**src/hw/rtl/sine_cosine_poly_unit_core_defines.svh**
```systemverilog
// Assertion macros shared by the sine/cosine polynomial unit.
// Depends on nothing; the including module must provide aclk and aresetn.
`ifndef SINE_COSINE_POLY_UNIT_CORE_DEFINES_SVH
`define SINE_COSINE_POLY_UNIT_CORE_DEFINES_SVH

// Same-cycle implication, checked outside reset.
`define SCP_ASSERT_IMPLIES(lbl, ante, cons, msg) \
    lbl: assert property (@(posedge aclk) disable iff (!aresetn) (ante) |-> (cons)) \
        else $error(msg);

// Next-cycle implication, checked outside reset.
`define SCP_ASSERT_NEXT(lbl, ante, cons, msg) \
    lbl: assert property (@(posedge aclk) disable iff (!aresetn) (ante) |=> (cons)) \
        else $error(msg);

`endif

```
**src/hw/rtl/scp_pkg.sv**
```systemverilog
// Package for the sine/cosine polynomial unit: widths, Q2.30 constants and
// the rounded Q2.30 product. Depends on nothing.
`default_nettype none

package scp_pkg;

    // Default number of bits in the binary angle index.
    localparam int unsigned ANGLE_INDEX_BITS = 20;

    // round(2^32 / (2*pi)) and round(2*pi * 2^32).
    localparam logic [29:0] KIDX = 30'd683565276;
    localparam logic [34:0] KRAD = 35'd26986075409;

    // Width of the folded angle in Q2.30 and its largest value (pi/2).
    localparam int unsigned XW = 31;
    localparam logic [XW-1:0] X_MAX = 31'd1686629713;

    // Signed working type for the polynomial datapath.
    typedef logic signed [32:0] scp_q_t;

    localparam scp_q_t Q30_ONE = 33'sd1073741824;
    localparam scp_q_t SIN_C2  = -33'sd178956971;
    localparam scp_q_t SIN_C4  = 33'sd8947849;
    localparam scp_q_t SIN_C6  = -33'sd205904;
    localparam scp_q_t COS_C2  = -33'sd536870912;
    localparam scp_q_t COS_C4  = 33'sd44739243;
    localparam scp_q_t COS_C6  = -33'sd1427368;

    // Folded angle and the output signs, passed from the index stages to the
    // polynomial stages.
    typedef struct packed {
        logic [XW-1:0] x;
        logic          sin_neg;
        logic          cos_neg;
    } scp_angle_t;

    // Q2.30 product, rounded to nearest with ties away from zero.
    function automatic scp_q_t qmul(input scp_q_t a, input scp_q_t b);
        logic [32:0] ma;
        logic [32:0] mb;
        logic [65:0] p;
        logic [32:0] r;
        ma = a[32] ? 33'(-a) : 33'(a);
        mb = b[32] ? 33'(-b) : 33'(b);
        p  = 66'(ma) * 66'(mb) + (66'(1) << 29);
        r  = p[62:30];
        return (a[32] ^ b[32]) ? -scp_q_t'(r) : scp_q_t'(r);
    endfunction

endpackage

`default_nettype wire

```
**src/hw/rtl/scp_angle_index.sv**
```systemverilog
// Three-stage front end: magnitude, binary angle index, quarter-wave fold
// and conversion back to Q2.30 radians. Depends on scp_pkg.
`default_nettype none

module scp_angle_index #(
    parameter int unsigned B = scp_pkg::ANGLE_INDEX_BITS
) (
    input  wire logic              aclk,
    input  wire logic              aresetn,
    input  wire logic              in_valid,
    output logic                   in_ready,
    input  wire logic [31:0]       in_angle,
    output logic                   out_valid,
    input  wire logic              out_ready,
    output scp_pkg::scp_angle_t    out_data
);
    import scp_pkg::*;

    localparam int unsigned PW = B + 35;
    localparam logic [B-2:0] QUARTER = (B-1)'(1) << (B - 2);
    localparam logic [PW-1:0] ROUND = PW'(1) << (B + 1);

    logic [2:0]      valid_reg;
    logic [2:0]      en;
    logic [31:0]     mag_reg, mag_next;
    logic            neg_reg;
    logic [B-1:0]    idx_reg, idx_next;
    logic [61:0]     prod;
    logic [B-1:0]    m_low;
    logic [B-2:0]    f_raw, f_fold;
    logic [PW-1:0]   rad_sum;
    scp_angle_t      ang_reg, ang_next;

    // Stage enables: a stage loads when it is empty or its successor loads.
    assign en[2]    = !valid_reg[2] || out_ready;
    assign en[1]    = !valid_reg[1] || en[2];
    assign en[0]    = !valid_reg[0] || en[1];
    assign in_ready = en[0];

    // Valid bits travel with the data.
    always_ff @(posedge aclk) begin
        if (!aresetn) begin
            valid_reg <= '0;
        end else begin
            if (en[0]) valid_reg[0] <= in_valid;
            if (en[1]) valid_reg[1] <= valid_reg[0];
            if (en[2]) valid_reg[2] <= valid_reg[1];
        end
    end

    // Datapath for the three stages.
    always_comb begin
        mag_next = in_angle[31] ? (32'd0 - in_angle) : in_angle;
        prod     = 62'(mag_reg) * 62'(KIDX);
        m_low    = prod[55:56-B];
        idx_next = neg_reg ? (B'(0) - m_low) : m_low;
        f_raw    = {1'b0, idx_reg[B-3:0]};
        f_fold   = idx_reg[B-2] ? (QUARTER - f_raw) : f_raw;
        rad_sum  = PW'(f_fold) * PW'(KRAD) + ROUND;
        ang_next.x       = rad_sum[B+2+XW-1:B+2];
        ang_next.sin_neg = idx_reg[B-1];
        ang_next.cos_neg = idx_reg[B-1] ^ idx_reg[B-2];
    end

    always_ff @(posedge aclk) begin
        if (en[0]) begin
            mag_reg <= mag_next;
            neg_reg <= in_angle[31];
        end
        if (en[1]) idx_reg <= idx_next;
        if (en[2]) ang_reg <= ang_next;
    end

    assign out_valid = valid_reg[2];
    assign out_data  = ang_reg;

endmodule

`default_nettype wire

```
**config.mk**
```make
export PLATFORM = sky130hd
export DESIGN_NAME = scp_angle_index
export DESIGN_NICKNAME = d
export VERILOG_FILES = /design/src/hw/rtl/sine_cosine_poly_unit_core_defines.svh /design/src/hw/rtl/scp_pkg.sv /design/src/hw/rtl/scp_angle_index.sv
export SDC_FILE = /design/constraint.sdc
export NUM_CORES = 2
export LEC_CHECK = 0
export BUFFER_PORTS_ARGS = -buffer_cell sky130_fd_sc_hd__buf_4
export CAP_MARGIN = 30
export CORE_ASPECT_RATIO = 0.9
export CORE_UTILIZATION = 50
export CTS_CLUSTER_SIZE = 20
export DETAILED_ROUTE_END_ITERATION = 12
export MAX_ROUTING_LAYER = met4
export PLACE_DENSITY = 0.66
export SLEW_MARGIN = 25
export SYNTH_ARGS = -nofsm -noshare
export SYNTH_HDL_FRONTEND = slang
export SYNTH_SLANG_ARGS = --single-unit
```
**constraint.sdc**
```tcl
create_clock -name aclk -period 25.8 [get_ports aclk]
set_clock_uncertainty 0.05 [all_clocks]
set_input_delay 1.29 -clock aclk [delete_from_list [all_inputs] [get_ports aclk]]
set_output_delay 1.29 -clock aclk [all_outputs]
set_load 0.01 [all_outputs]
```
==> reports/results.txt <==
Setup repair after global routing left no endpoint under its margin. Initial antenna violation count: 0. The minimum period implied by the final worst setup slack works out to 9300 ps. The combined global-route utilization of all metal layers is 25.5%, and the die outline height is 229 µm. The die is 254 µm wide. The HPWL after detailed placement is 61800 µm.

The remaining number of nets flagged by the antenna check after routing was 0; the placer's final routability congestion estimate was 0.956. By instance count, the cell type seen most on the critical path is fa_1. After clock tree synthesis, the clock-pin slew on the worst setup and hold paths is 70 ps. For this run, asynchronously set or reset flops after synthesis account for 0%.

Headroom to the max-slew limit came out at 36.8%. The critical path is of the flip-flop to flip-flop type. The post-synthesis instance area was 0.0285 mm²; the max-cap check violation count was 0. Together, buffers and inverters on the worst path number 5. Number of distinct standard cells referenced by the synthesized netlist: 67. The largest incremental delay on the critical path is 770 ps. The number of DRC violations after detailed-routing iteration 0 was 964; the global route total overflow was 0. Once the floorplan was initialized, standard cells occupied 50.9% of the core.

The core region is 0.0560 mm². Dividing the synthesized area by the synthesized cell count gives 10.2 µm². In this run the critical register-to-register path is launched from idx_reg[0]. The post-route netlist has 4.49% of its cells at a drive strength greater than 1. The cell sitting at the root of the clock tree is a clkbuf_16.

Yosys mapped a number of flops with a built-in enable equal to 86. Dividing the detail-routed wire length by the instance count gives 18.6 µm. In the finished design, the share of the clock period the worst path needs comes to 36.0%.

At the later pin of the worst-skew pair, clock insertion delay measures 400 ps. Timing would allow up to 0.108 GHz. In this run the deepest clock path goes through 2 buffers. The die covers 0.0580 mm².

At the end of the flow, the number of nets in the layout was 4045. Category of the worst setup path launch point: a flip-flop. In the routed layout, each cell is associated on average with a via count of 5.07. The hold buffer count at CTS is 0, and the detailed-route via count is 18500.

Adding up every negative setup slack in the final design gives 0 ps. The count of port buffers added during placement came out at 70. Data on the critical path is required at its endpoint by 25890 ps.

After clock tree synthesis, the setup repair step added 0 buffers. STA puts the critical path data arrival time at 9390 ps. Primary flip-flop cell chosen by synthesis mapping: edfxtp_1. The top cell types in the final layout, fill and taps aside, are inv_1, fa_1, ha_1. The first detailed-routing pass ran for 5 iterations. The synthesized netlist cell count was 2798.

The tightest min-delay check is of the flip-flop to flip-flop type. The largest individual stage delay along the critical path comes from the cell a211oi_1. In this run, post-CTS repair resized a total of 0 instances. CTS built an H-tree with a depth of 3.

Setup violations remaining at the end of the flow were counted as 0. Net count after synthesis: 3951. The flow ran to the end, and the final reports show no timing, DRC or antenna violations. In the routed design, unresolved DRC markers number 0.

The area added between synthesis and finish is 6.70%. After floorplanning, the core was divided into 82 placement rows. The register with the most flip-flops in the layout has 33 of them. For the number of global-route vias before repair, the log shows 20200. TritonCTS created 9 clock buffers. In this run the most critical hold path is launched from idx_reg[19]. The routed design has 68100 µm of wire. 71 I/O pins were placed.

The measured slew at the worst slew-check pin was 943 ps; the global-route wire length before repair was 109000 µm. The final number of hold-violating endpoints was 0; the number of clock sinks was 89. TritonCTS built the clock tree.

Sequential elements use 9.26% of the synthesized area. The maximum fanout along the worst path is 13. The number of register bits inferred by synthesis was 89; the number of warnings issued by yosys was 0.

Entering global routing, the biggest net connects 36 pins. The number of pins exceeding their max-slew limit in the final report was 0. Leaving out fill and tap cells, the most frequent cell in the layout is inv_1. Nature of the critical path endpoint: a flip-flop. Family with the most delay on the worst path: adder cells.

The number of antenna diodes in the final layout is 0. The most critical setup path has its startpoint at idx_reg[0].
## area by class of cell
class                      count  area, µm²
clock buffer                  10        229
clock inverter                 6       67.6
fill                        5023      25600
inverter                     992       3720
multi-input combinational   1710      22200
sequential                    89       2640
tap                          756        946
timing repair buffer          90        676
## path summary, 6_finish.rpt
path,endpoint,slack [ps],cells after the start
setup / recovery,out_data[25],16500,28
hold / removal,out_data[1],430,0
setup reg to reg,out_data[25],16500,28
hold reg to reg,out_data[1],430,0
## cell usage after synthesis, types with 8 or more instances
cell type | instances | area, µm²
a21boi_0 | 8 | 60.1
a21o_1 | 25 | 188
a21oi_1 | 53 | 265
and3_1 | 16 | 100
edfxtp_1 | 86 | 2580
fa_1 | 564 | 11300
ha_1 | 553 | 6920
inv_1 | 992 | 3720
nand2_1 | 66 | 248
nand2b_1 | 13 | 81.3
nand4_1 | 10 | 62.6
nor2_1 | 39 | 146
nor2b_1 | 11 | 68.8
nor3_1 | 17 | 85.1
o211ai_1 | 12 | 90.1
o21a_1 | 9 | 67.6
o21ai_0 | 46 | 230
o21ai_1 | 8 | 40.0
o31ai_1 | 19 | 143
or3_1 | 11 | 68.8
xnor2_1 | 101 | 885
xor2_1 | 16 | 140
## worst register-to-register path, delay by kind of cell, from the launching register on
family / cells / cell delay [ps]
compound gates: 8 / 2400
flops: 1 / 720
xor+xnor: 1 / 80
fa+ha+maj: 9 / 4000
simple gates: 5 / 1210
buf+inv: 5 / 590
## metrics by stage
step           cells  setup slack (ps)  hold slack [ps]  utilization, %  area [µm²]
2_1_floorplan   2798             17210              397               -       28500
3_3_place_gp    3637             16610              410            53.8       30200
3_5_place_dp    3637             16480              412            53.8       30200
4_1_cts         3653             16440              428            54.4       30400
5_1_grt         3653             15930              462            54.4       30400
6_report        3653             16500              427            54.4       30400
## cells by family after synthesis
family          share of synthesized area (%)
flops                                    9.26
xor+xnor                                 3.59
fa+ha+maj                                63.8
compound gates                           5.81
buf+inv                                  13.1
simple gates                             4.31
mux                                    0.0745
## metal layers
metal | track usage [%] | vias up | routed length [µm]
met5 | - | - | 0
met4 | 5.44 | 0 | 1230
met3 | 3.92 | 73 | 3660
met2 | 39.7 | 449 | 31200
met1 | 35.1 | 9261 | 32000
li1 | - | 8747 | -
Power is not shown: default switching activity piles up to over one toggle a cycle in this logic, so the estimate is an artifact.
